[src/rtl/md5_pkg.sv]
// package with md5 constants, step tables and shared functions
package md5_pkg;

   localparam int unsigned BlockBytes = 64;
   localparam int unsigned AddrWidth = $clog2(BlockBytes);
   localparam int unsigned CountWidth = 61;

   localparam logic [31:0] InitA = 32'h67452301;
   localparam logic [31:0] InitB = 32'hefcdab89;
   localparam logic [31:0] InitC = 32'h98badcfe;
   localparam logic [31:0] InitD = 32'h10325476;

   localparam logic [7:0] PadByte = 8'h80;
   localparam logic [AddrWidth-1:0] LengthStart = AddrWidth'(56);
   localparam logic [AddrWidth-1:0] LastPos = AddrWidth'(63);

   localparam logic [31:0] StepConst [64] = '{
      32'hd76aa478, 32'he8c7b756, 32'h242070db, 32'hc1bdceee,
      32'hf57c0faf, 32'h4787c62a, 32'ha8304613, 32'hfd469501,
      32'h698098d8, 32'h8b44f7af, 32'hffff5bb1, 32'h895cd7be,
      32'h6b901122, 32'hfd987193, 32'ha679438e, 32'h49b40821,
      32'hf61e2562, 32'hc040b340, 32'h265e5a51, 32'he9b6c7aa,
      32'hd62f105d, 32'h02441453, 32'hd8a1e681, 32'he7d3fbc8,
      32'h21e1cde6, 32'hc33707d6, 32'hf4d50d87, 32'h455a14ed,
      32'ha9e3e905, 32'hfcefa3f8, 32'h676f02d9, 32'h8d2a4c8a,
      32'hfffa3942, 32'h8771f681, 32'h6d9d6122, 32'hfde5380c,
      32'ha4beea44, 32'h4bdecfa9, 32'hf6bb4b60, 32'hbebfbc70,
      32'h289b7ec6, 32'heaa127fa, 32'hd4ef3085, 32'h04881d05,
      32'hd9d4d039, 32'he6db99e5, 32'h1fa27cf8, 32'hc4ac5665,
      32'hf4292244, 32'h432aff97, 32'hab9423a7, 32'hfc93a039,
      32'h655b59c3, 32'h8f0ccc92, 32'hffeff47d, 32'h85845dd1,
      32'h6fa87e4f, 32'hfe2ce6e0, 32'ha3014314, 32'h4e0811a1,
      32'hf7537e82, 32'hbd3af235, 32'h2ad7d2bb, 32'heb86d391
   };

   localparam logic [4:0] RotAmount [16] = '{
      5'd7, 5'd12, 5'd17, 5'd22, 5'd5, 5'd9, 5'd14, 5'd20,
      5'd4, 5'd11, 5'd16, 5'd23, 5'd6, 5'd10, 5'd15, 5'd21
   };

   // message word index used at a given step
   function automatic logic [3:0] word_index(input logic [5:0] step);
      logic [3:0] lo;
      lo = step[3:0];
      case (step[5:4])
         2'd0: word_index = lo;
         2'd1: word_index = 4'((lo * 5) + 1);
         2'd2: word_index = 4'((lo * 3) + 5);
         default: word_index = 4'(lo * 7);
      endcase
   endfunction

   // round function of b, c, d
   function automatic logic [31:0] round_func(input logic [1:0] round,
                                              input logic [31:0] b,
                                              input logic [31:0] c,
                                              input logic [31:0] d);
      case (round)
         2'd0: round_func = (b & c) | (~b & d);
         2'd1: round_func = (b & d) | (c & ~d);
         2'd2: round_func = b ^ c ^ d;
         default: round_func = c ^ (b | ~d);
      endcase
   endfunction

   // byte-swap a chaining word into digest byte order
   function automatic logic [31:0] swap_bytes(input logic [31:0] w);
      swap_bytes = {w[7:0], w[15:8], w[23:16], w[31:24]};
   endfunction

endpackage

[src/rtl/md5_ram.sv]
// generic simple dual-port ram (one write port, one read port) with registered read
module md5_ram #(
   parameter int unsigned Width = 8,
   parameter int unsigned Depth = 64
) (
   input  logic                     clock,
   input  logic                     wr_en,
   input  logic [$clog2(Depth)-1:0] wr_addr,
   input  logic [Width-1:0]         wr_data,
   input  logic [$clog2(Depth)-1:0] rd_addr,
   output logic [Width-1:0]         rd_data
);

   logic [Width-1:0] mem [Depth];
   logic [Width-1:0] rd_data_ff;

   // write port and registered read port
   always_ff @(posedge clock) begin
      if (wr_en) begin
         mem[wr_addr] <= wr_data;
      end
      rd_data_ff <= mem[rd_addr];
   end

   assign rd_data = rd_data_ff;

endmodule

[src/rtl/md5_stream_hasher.sv]
// md5 stream hasher top level: byte gathering, padding and compression sequencer
//
// Computes the MD5 digest of a byte stream. Each request transfer may carry one
// byte (tuser bit 0) and may end the message (tlast). Bytes go into a 64-byte
// block RAM; after a byte that neither completes a block nor ends the message,
// req_tready stays high. The 64th byte of a block starts a compression: one
// shared adder/rotate unit runs each MD5 step in ST_STEP after ST_RD0 to ST_RD3
// read the message word from the byte RAM one byte at a time, then ST_FOLD adds
// into the chaining words, while req_tready is low. At end of message padding
// and length are written one byte a cycle from the fill position to the end of
// the block, each padded block is compressed, and the digest is offered on rsp;
// the next request is taken once it is transferred. No clearing pass is needed
// after reset.
module md5_stream_hasher (
   input  logic         clock,
   input  logic         reset,
   input  logic         req_tvalid,
   output logic         req_tready,
   input  logic [7:0]   req_tdata,   // data_byte
   input  logic         req_tuser,   // has_byte
   input  logic         req_tlast,   // end_of_message
   output logic         rsp_tvalid,
   input  logic         rsp_tready,
   output logic [127:0] rsp_tdata    // digest_front [63:0], digest_back [127:64]
);
   import md5_pkg::*;

   typedef enum logic [3:0] {
      ST_IDLE, ST_RD0, ST_RD1, ST_RD2, ST_RD3, ST_STEP, ST_FOLD,
      ST_PAD, ST_LEN, ST_OUT
   } state_type;

   state_type state_ff, state_in;
   logic [31:0] a_ff, b_ff, c_ff, d_ff, a_in, b_in, c_in, d_in;
   logic [31:0] h_ff [4];
   logic [31:0] h_in [4];
   logic [CountWidth-1:0] count_ff, count_in;
   logic [5:0] step_ff, step_in;
   logic [AddrWidth-1:0] pos_ff, pos_in;
   logic [31:0] word_ff, word_in;
   logic finishing_ff, finishing_in;   // compression is part of the final padding
   logic second_ff, second_in;         // padding needs a further block
   logic marker_done_ff, marker_done_in;   // marker already written for this message
   logic [127:0] digest_ff, digest_in;
   logic [63:0] bit_len;

   logic wr_en;
   logic [AddrWidth-1:0] wr_addr, rd_addr;
   logic [7:0] wr_data, rd_data;

   md5_ram #(.Width(8), .Depth(BlockBytes)) u_block (
      .clock   (clock),
      .wr_en   (wr_en),
      .wr_addr (wr_addr),
      .wr_data (wr_data),
      .rd_addr (rd_addr),
      .rd_data (rd_data)
   );

   logic [3:0] g;
   logic [31:0] t_sum, t_rot;
   logic [4:0] s;
   logic accept;

   assign g = word_index(step_ff);
   assign s = RotAmount[{step_ff[5:4], step_ff[1:0]}];
   assign bit_len = {count_ff, 3'b000};
   assign accept = req_tvalid && req_tready;
   assign req_tready = (state_ff == ST_IDLE);
   assign rsp_tvalid = (state_ff == ST_OUT);
   assign rsp_tdata = digest_ff;

   // shared step unit: add chain then rotate
   always_comb begin
      t_sum = a_ff + round_func(step_ff[5:4], b_ff, c_ff, d_ff)
            + {rd_data, word_ff[31:8]} + StepConst[step_ff];
      t_rot = (t_sum << s) | (t_sum >> (6'd32 - {1'b0, s}));
   end

   // sequencer
   always_comb begin
      state_in = state_ff;
      a_in = a_ff; b_in = b_ff; c_in = c_ff; d_in = d_ff;
      h_in = h_ff;
      count_in = count_ff;
      step_in = step_ff;
      pos_in = pos_ff;
      word_in = word_ff;
      finishing_in = finishing_ff;
      second_in = second_ff;
      digest_in = digest_ff;
      wr_en = 1'b0;
      wr_addr = pos_ff;
      wr_data = req_tdata;
      rd_addr = {g, 2'd0};
      case (state_ff)
         ST_IDLE: begin
            if (accept) begin
               pos_in = count_ff[AddrWidth-1:0];
               if (req_tuser) begin
                  wr_en = 1'b1;
                  wr_addr = count_ff[AddrWidth-1:0];
                  count_in = count_ff + 1'b1;
                  pos_in = count_in[AddrWidth-1:0];
               end
               finishing_in = req_tlast;
               if (req_tuser && count_ff[AddrWidth-1:0] == LastPos) begin
                  // message ending on a full block pads a fresh block afterwards
                  second_in = req_tlast;
                  a_in = h_ff[0]; b_in = h_ff[1]; c_in = h_ff[2]; d_in = h_ff[3];
                  step_in = '0;
                  state_in = ST_RD0;
               end else if (req_tlast) begin
                  state_in = ST_PAD;
               end
            end
         end
         ST_RD0: begin
            rd_addr = {g, 2'd0};
            state_in = ST_RD1;
         end
         ST_RD1: begin
            rd_addr = {g, 2'd1};
            word_in = {rd_data, word_ff[31:8]};
            state_in = ST_RD2;
         end
         ST_RD2: begin
            rd_addr = {g, 2'd2};
            word_in = {rd_data, word_ff[31:8]};
            state_in = ST_RD3;
         end
         ST_RD3: begin
            rd_addr = {g, 2'd3};
            word_in = {rd_data, word_ff[31:8]};
            state_in = ST_STEP;
         end
         ST_STEP: begin
            a_in = d_ff;
            d_in = c_ff;
            c_in = b_ff;
            b_in = b_ff + t_rot;
            step_in = step_ff + 1'b1;
            state_in = (step_ff == 6'd63) ? ST_FOLD : ST_RD0;
         end
         ST_FOLD: begin
            h_in[0] = h_ff[0] + a_ff;
            h_in[1] = h_ff[1] + b_ff;
            h_in[2] = h_ff[2] + c_ff;
            h_in[3] = h_ff[3] + d_ff;
            if (!finishing_ff) begin
               state_in = ST_IDLE;
            end else if (second_ff) begin
               second_in = 1'b0;
               pos_in = '0;
               state_in = ST_PAD;
            end else begin
               digest_in = {swap_bytes(h_in[2]), swap_bytes(h_in[3]),
                            swap_bytes(h_in[0]), swap_bytes(h_in[1])};
               h_in[0] = InitA; h_in[1] = InitB; h_in[2] = InitC; h_in[3] = InitD;
               count_in = '0;
               state_in = ST_OUT;
            end
         end
         ST_PAD: begin
            // first pad transfer writes the marker, then zeros up to the length
            wr_en = 1'b1;
            wr_addr = pos_ff;
            wr_data = (pos_ff == count_ff[AddrWidth-1:0] && !second_ff && !marker_done_ff)
                    ? PadByte : 8'h00;
            pos_in = pos_ff + 1'b1;
            if (pos_ff == LastPos) begin
               second_in = 1'b1;
               a_in = h_ff[0]; b_in = h_ff[1]; c_in = h_ff[2]; d_in = h_ff[3];
               step_in = '0;
               state_in = ST_RD0;
            end else if (pos_ff == LengthStart - 1'b1 &&
                         (marker_done_ff || (count_ff[AddrWidth-1:0] < LengthStart))) begin
               state_in = ST_LEN;
            end
         end
         ST_LEN: begin
            wr_en = 1'b1;
            wr_addr = pos_ff;
            wr_data = bit_len[8*pos_ff[2:0] +: 8];
            pos_in = pos_ff + 1'b1;
            if (pos_ff == LastPos) begin
               second_in = 1'b0;
               a_in = h_ff[0]; b_in = h_ff[1]; c_in = h_ff[2]; d_in = h_ff[3];
               step_in = '0;
               state_in = ST_RD0;
            end
         end
         ST_OUT: begin
            if (rsp_tready) begin
               state_in = ST_IDLE;
            end
         end
         default: state_in = ST_IDLE;
      endcase
   end

   // marker tracking across the padding blocks
   always_comb begin
      marker_done_in = marker_done_ff;
      if (state_ff == ST_PAD && pos_ff == count_ff[AddrWidth-1:0]) begin
         marker_done_in = 1'b1;
      end
      if (state_ff == ST_OUT || state_ff == ST_IDLE) begin
         marker_done_in = 1'b0;
      end
   end

   // state and datapath registers
   always_ff @(posedge clock) begin
      if (reset) begin
         state_ff <= ST_IDLE;
         h_ff[0] <= InitA; h_ff[1] <= InitB; h_ff[2] <= InitC; h_ff[3] <= InitD;
         count_ff <= '0;
         finishing_ff <= 1'b0;
         second_ff <= 1'b0;
         marker_done_ff <= 1'b0;
      end else begin
         state_ff <= state_in;
         h_ff <= h_in;
         count_ff <= count_in;
         finishing_ff <= finishing_in;
         second_ff <= second_in;
         marker_done_ff <= marker_done_in;
      end
      a_ff <= a_in; b_ff <= b_in; c_ff <= c_in; d_ff <= d_in;
      step_ff <= step_in;
      pos_ff <= pos_in;
      word_ff <= word_in;
      digest_ff <= digest_in;
   end

`ifndef ASSERT_OFF
   // never ready while a digest waits
   a_no_ready_out: assert property (@(posedge clock) disable iff (reset)
      rsp_tvalid |-> !req_tready) else $error("ready during output");
   // digest holds until transferred
   a_hold: assert property (@(posedge clock) disable iff (reset)
      rsp_tvalid && !rsp_tready |=> rsp_tvalid && $stable(rsp_tdata))
      else $error("digest dropped");
   // count is zero while a digest is offered
   a_count_clear: assert property (@(posedge clock) disable iff (reset)
      rsp_tvalid |-> count_ff == '0) else $error("count not cleared");
`endif

endmodule
[config.mk]
export PLATFORM = sky130hd
export DESIGN_NAME = md5_stream_hasher
export DESIGN_NICKNAME = d
export VERILOG_FILES = /design/src/rtl/md5_pkg.sv /design/src/rtl/md5_ram.sv /design/src/rtl/md5_stream_hasher.sv
export SDC_FILE = /design/constraint.sdc
export NUM_CORES = 2
export LEC_CHECK = 0
export BUFFER_PORTS_ARGS = -buffer_cell sky130_fd_sc_hd__buf_2
export CAP_MARGIN = 20
export CORE_MARGIN = 3
export CORE_UTILIZATION = 60
export CTS_CLUSTER_DIAMETER = 30
export DETAILED_ROUTE_END_ITERATION = 12
export MAX_ROUTING_LAYER = met4
export PLACE_DENSITY = 0.74
export SLEW_MARGIN = 25
export SYNTH_ARGS = -nofsm -noshare
export SYNTH_HDL_FRONTEND = slang
export SYNTH_SLANG_ARGS = --single-unit
[constraint.sdc]
create_clock -name clock -period 15.5 [get_ports clock]
set_input_delay 0.775 -clock clock [delete_from_list [all_inputs] [get_ports clock]]
set_output_delay 0.775 -clock clock [all_outputs]
set_load 0.05 [all_outputs]
# After elaboration in Yosys (flattened, before gate mapping)
# Memories as Yosys holds them, arrays and structs flattened. A register that Yosys moved wholly into a read port is not among the register bits.
# Cells that the tools add are included.
dict set report op_classes {
  muxes 66
  n_reduce_logical 26
  magnitude_cmp 3
  n_eq_ne 28
  add_sub_neg 14
  mul 3
  shift 3
  bitwise 16
}
# cell count
set op_table {}
lappend op_table {{$pmux 32 s3} 5}
lappend op_table {{$mux 32} 14}
lappend op_table {{$add 32x32->32} 8}
lappend op_table {{$mux 128} 2}
lappend op_table {{$mux 61} 4}
lappend op_table {{$and 32x32->32} 4}
lappend op_table {{$or 32x32->32} 4}
lappend op_table {{$pmux 61 s2} 1}
lappend op_table {{$xor 32x32->32} 3}
lappend op_table {{$not 32->32} 2}
lappend op_table {{$shiftx 64x7->8} 1}
lappend op_table {{$add 61x1->61 const B} 1}
lappend op_table {{$mux 6} 10}
lappend op_table {{$pmux 4 s10} 1}
lappend op_table {{$mux 4} 9}
lappend op_table {{$pmux 6 s3} 2}
lappend op_table {{$shl 32x5->32} 1}
lappend op_table {{$shr 32x6->32} 1}
lappend op_table {{$eq 6x6->1 const B} 4}
lappend op_table {{$eq 4x3->1 const B} 4}
lappend op_table {{$pmux 8 s2} 1}
lappend op_table {{$add 6x1->6 const B} 2}
lappend op_table {{$pmux 4 s3} 1}
lappend op_table {{$mux 5} 2}
lappend op_table {{42 further kinds} 72}
dict set report totals {
  reg_bits 496
  in_bits 14
  mem_bits_ro 2128
  n_memories 3
  word_cells 179
  mem_bits_rw 512
}
# memory depth width read_ports rd_clocked_by_memory_dff write_ports line_no
set mem_list {}
lappend mem_list {{(name not given)} 64 32 1 0 0 md5_stream_hasher.sv:76} ;# + {rd_data, word_ff[31:8]} + StepConst[step_ff];
lappend mem_list {u_block.mem 64 8 1 1 1 md5_ram.sv:14} ;# logic [Width-1:0] mem [Depth];
lappend mem_list {{(name not given)} 16 5 1 0 0 md5_stream_hasher.sv:66} ;# assign s = RotAmount[{step_ff[5:4], step_ff[1:0]}];

# Depth between registers and ports, before layout
dict set report logic_depth {
  ltp_word 11
  ltp_mapped 42
  ltp_nobuf 39
}

# By module
# A second synthesis with hierarchy kept.
dict set report unflattened {
  hier_cells 5421
  hier_area_um2 57909.3
}
# mod seq_area_each_um2 instances area_each_um2 cells_each
set modules_own_cells {}
lappend modules_own_cells {md5_stream_hasher 12692.2 1 37786.2 4459}
lappend modules_own_cells {md5_ram 15534.9 1 20123.0 962}

# Least setup slack after synthesis
# Ideal clock, no wire load.
dict set report synth_timing {
  path_type {in2reg}
  start {input req_tuser}
  end {register a_ff[0] (enable)}
  arrival_time_ns 8.024
  path_stages 6
  slack_ns 6.804
  setup_time_ns 0.672
  path_cell_list {clkbuf_1 > nand2_1 > nand2_1 > o21ai_0 > or2_2 > a21oi_1}
}
dict set report synth_between {
  elab_chain_cells 3
}
# item line_no
set synth_rtl {}
lappend synth_rtl {{start, declared} md5_stream_hasher.sv:20} ;# input logic req_tuser,
lappend synth_rtl {{$logic_and 1x1->1} md5_stream_hasher.sv:107} ;# if (req_tuser && count_ff[AddrWidth-1:0] == LastPos) begin
lappend synth_rtl {{$ne 2x1->1 (no line)} --}
lappend synth_rtl {{$reduce_and 4->1 (no line)} --}
lappend synth_rtl {{end signal, assigned} md5_stream_hasher.sv:230} ;# a_ff <= a_in; b_ff <= b_in; c_ff <= c_in; d_ff <= d_in;
lappend synth_rtl {{end, declared} md5_stream_hasher.sv:34} ;# logic [31:0] a_ff, b_ff, c_ff, d_ff, a_in, b_in, c_in, d_in;
# Every way passes these cells.
# A chain may end at the register's enable or synchronous reset.

# Worst setup path after layout
dict set report layout_timing {
  start {register step_ff[1]}
  end {register b_ff[31] (data pin)}
}
dict set report layout_between {
  elab_chain_cells 9
}
# item line_no
set layout_rtl {}
lappend layout_rtl {{start, declared} md5_stream_hasher.sv:38} ;# logic [5:0] step_ff, step_in;
lappend layout_rtl {{start signal, assigned} md5_stream_hasher.sv:231} ;# step_ff <= step_in;
lappend layout_rtl {{$not 6->7 (not written as such) or $not 4->5 (tied branches)} {md5_stream_hasher.sv:76, md5_stream_hasher.sv:66}}
lappend layout_rtl {{$mem_v2 64x32 or $mem_v2 16x5 (tied branches)} --}
lappend layout_rtl {{$mux 32 (not written as such) or $mux 5 (tied branches) (2 in series)} {md5_stream_hasher.sv:76, md5_stream_hasher.sv:66}}
lappend layout_rtl {{$add 32x32->32 or $sub 6x5->6 (tied branches)} {md5_stream_hasher.sv:76, md5_stream_hasher.sv:77}}
lappend layout_rtl {{$shr 32x6->32 or $shl 32x5->32 (tied branches)} md5_stream_hasher.sv:77} ;# t_rot = (t_sum << s) | (t_sum >> (6'd32 - {1'b0, s}));
lappend layout_rtl {{$or 32x32->32 (*)} md5_stream_hasher.sv:77}
lappend layout_rtl {{$add 32x32->32 (*)} md5_stream_hasher.sv:141} ;# b_in = b_ff + t_rot;
lappend layout_rtl {{$pmux 32 s3 (*)} md5_stream_hasher.sv:96} ;# case (state_ff)
lappend layout_rtl {{net b_in[31]} md5_stream_hasher.sv:34}
lappend layout_rtl {{end signal, assigned} md5_stream_hasher.sv:230}
lappend layout_rtl {{end, declared} md5_stream_hasher.sv:34}
# Mark *: on every way through the listed nets, which the timed path passes. The rest lies on a longest branch. The select of a mux whose other input is x is not followed.

==> run_results.csv <==
group,metric,value,unit
timing,fin_ws,4.092,ns
synth,ys_types,98,
worst_hold_path,hold_path_depth,3,
setup_path,crit_path_end_kind,"register",
clock_tree,htreeDepth,4,
clock_tree,path_clk_slew,0.05,ns
setup_path,crit_top_cell,"ha_1",
timing,min_period,11.41,ns
clock_tree,clkSinkCount,1008,
floorplan,ioPinCount,144,
setup_path,reg2reg_slack,4.09,ns
synth,synth.avg_cell_area,9.885,µm²
synth,ys_ff_latch,1008,
drt,wl_per_cell,27.33,µm
final_layout,multi_input_area,27220,µm²
synth,ys_seq_area_share,49.32,%
grt,antenna_found_initial,5,
floorplan,fp.coreArea,93890,µm²
drt,drt_iter0_drc,6460,
timing,finalCritPeriodShare,73.60,%
timing,fmax,0.08766,GHz
drt,finalWirelength,199200,µm
timing,slew_headroom,24.26,%
timing,hold_violations,0,
clock_tree,post-cts-setup-buffers,0,
clock_tree,cts_tree,"yes",
timing,tns,0,ns
final_layout,final_cells,7290,
clock_tree,cts_buffers,187,
synth,synth_ff_type,"edfxtp_1",
place,place_congestion,1.038,
setup_path,worstPathArrival,11.87,ns
synth,netlist_instances,5790,
clock_tree,cts_buffer_depth,3,
synth,synthesis.area,57230,µm²
grt,grt_first_pass_wirelength,292900,µm
floorplan,chipHeight,314.9,µm
setup_path,r2r-end,"b_ff[31]",
worst_hold_path,min_path_type,"in -> reg",
flow_run,max_cap_viol_count,0,
grt,grt_overflow,0,
synth,yosysWarnings,0,
synth,synth_area_leaders,"edfxtp_1, dfxtp_1, nand2_1",
drt,routed_via_density,6.654,
place,dp.cells,6933,
place,detailed_place_hpwl,133700,µm
floorplan,die_area,99130,µm²
timing,maxSlewViolCount,0,
final_layout,final_core_util,70.35,%
setup_path,slowest_stage,"edfxtp_1",
timing,worst_slew_pin_slew,1.133,ns
timing,skew,0.1008,ns
setup_path,crit_path_start_kind,"register",
setup_path,critPathRequiredTime,15.96,ns
grt,grt_max_degree,146,
synth,synth_edf_count,804,
synth,syn_nets,6102,
synth,ys_top_cells_by_count,"nand2_1, edfxtp_1, nor2_1, a21oi_1, o21ai_0",
clock_tree,clk_latency,0.81,ns
setup_path,slowest_delay,0.88,ns
timing,setup_viol,0,
final_layout,drive_above_1_share,11.34,%
setup_path,worst-setup-path-type,"reg -> reg",
floorplan,start_util,60.96,%
grt,gr-usage-all-layers,40.76,%
final_layout,areaGrowthSynthToFinish,15.41,%
synth,synth-async-reset-ratio,0,%
synth,yosysTopAreaCellShare,42.18,%
final_layout,register_area,28230,µm²
drt,dr.pass1.iters,9,
clock_tree,cts-resized-gates,0,
drt,route.detailed.drc,0,
final_layout,nFillCells,6840,
clock_tree,cts_root_buf,"clkbuf_16",
floorplan,die_x,314.9,µm
floorplan,rows,112,
worst_hold_path,hold_end,"finishing_ff",
timing,rsz0062_at_grt,"false",
final_layout,nNetsFinal,6181,
setup_path,r2r_start,"step_ff[1]",
setup_path,crit_buf_inv,2,
worst_hold_path,min_from,"req_tlast",
place,place_ws,4.164,ns
drt,vias,48506,
synth,yosysMostFrequentCell,"nand2_1",
synth,synth_top_area_cell,"edfxtp_1",
outcome,status,"finished, final reports clean",
drt,ant_nets,0,
place,numPortBuffers,143,
grt,grt_pass1_vias,45931,
clock_tree,postCtsHoldBufs,0,
setup_path,crit_path_max_fanout,21,
setup_path,crit_family,"compound AO/OA/AOI/OAI gates",
setup_path,r2r_cells,34,
registers in the layout, indices dropped and copies added (netlist names):
register,cells
b_ff,32
h_ff,128
step_ff,6
rsp_tdata,128
marker_done_ff,1
a_ff,32
finishing_ff,1
second_ff,1
word_ff,24
u_block.rd_data,8
u_block.mem,512
d_ff,32
c_ff,32
state_ff,4
count_ff,61
pos_ff,6
metal layers:
layer	vias up	share of wire [%]	wire length, µm	track usage [%]
met5	-	0	0	-
met4	0	6.3	12600	22.78
met3	573	10	20600	6.968
met2	3126	45	90270	61.17
met1	23312	38	75760	52.84
li1	21495	-	-	-
worst min-delay path: cells and delay by family:
family	cells	cell delay, ns
AO/OA/AOI/OAI	1	0.05
buffers and inverters	1	0.13
AND/OR/NAND/NOR	1	0.07
layout make-up:
cell class | count | share of cell area [%]
Antenna cell | 2 | 0.007577
Tap cell | 1254 | 2.375
Clock buffer | 216 | 7.372
Timing Repair Buffer | 212 | 1.993
Clock inverter | 138 | 3.074
Inverter | 216 | 1.235
Multi-Input combinational cell | 4244 | 41.21
Sequential cell | 1008 | 42.73
logic make-up (layout without fill, tap and decap cells):
| kind of cell | after synthesis | after routing | synth area share [%] |
|---|---|---|---|
| compound gates | 1639 | 1639 | 18.39 |
| xor+xnor | 285 | 285 | 4.361 |
| fa+ha+maj | 299 | 299 | 7.477 |
| buf+inv | 538 | 782 | 3.570 |
| flops | 1008 | 1008 | 49.32 |
| mux | 121 | 121 | 2.564 |
| other cells | 0 | 2 | 0 |
| simple gates | 1900 | 1900 | 14.32 |
worst max path at each step:
stage / start / end / slack, ns / cells past startpoint
after floorplan: req_tuser / a_ff[0] / 6.80 / 6
after global placement: step_ff[1] / b_ff[31] / 4.53 / 34
after detailed placement: step_ff[1] / b_ff[31] / 4.16 / 34
after CTS: step_ff[1] / b_ff[31] / 4.11 / 34
after global routing: step_ff[1] / b_ff[31] / 3.19 / 34
final: step_ff[1] / b_ff[31] / 4.09 / 34
layout by cell type, fill, tap and decap left out, types with 24 or more instances in the layout:
master and count:
nor2_1 465, buf_2 143, nand4_1 24, a211oi_1 110, a21o_1 82, o21bai_1 29, clkinvlp_4 27, a31oi_1 98
fa_1 72, bufinv_16 34, a311oi_1 75, o21ai_0 311, inv_1 211, mux2i_1 78, ha_1 226, dfxtp_1 204
a21oi_1 410, or2_2 40, o211ai_1 85, and3_1 29, or3_1 31, a22oi_1 54, nor3_1 87, mux2_2 25
edfxtp_1 804, clkbuf_16 188, o22ai_1 143, nand3_1 133, nand2_1 955, o21a_1 37, nand2b_1 36, xor2_1 96
xnor2_1 185, buf_4 63
through the flow:
step                hold WS, ns  instance area, µm²
CTS                      0.2518               66020
global placement         0.4210               59110
finish                   0.2760               66050
detailed placement       0.4329               59120
global route             0.2780               66050
floorplan                0.4082               57230
Power is left out: the tool's default activity adds up to more than one toggle a clock period on the data nets, which glitch-free logic cannot reach.
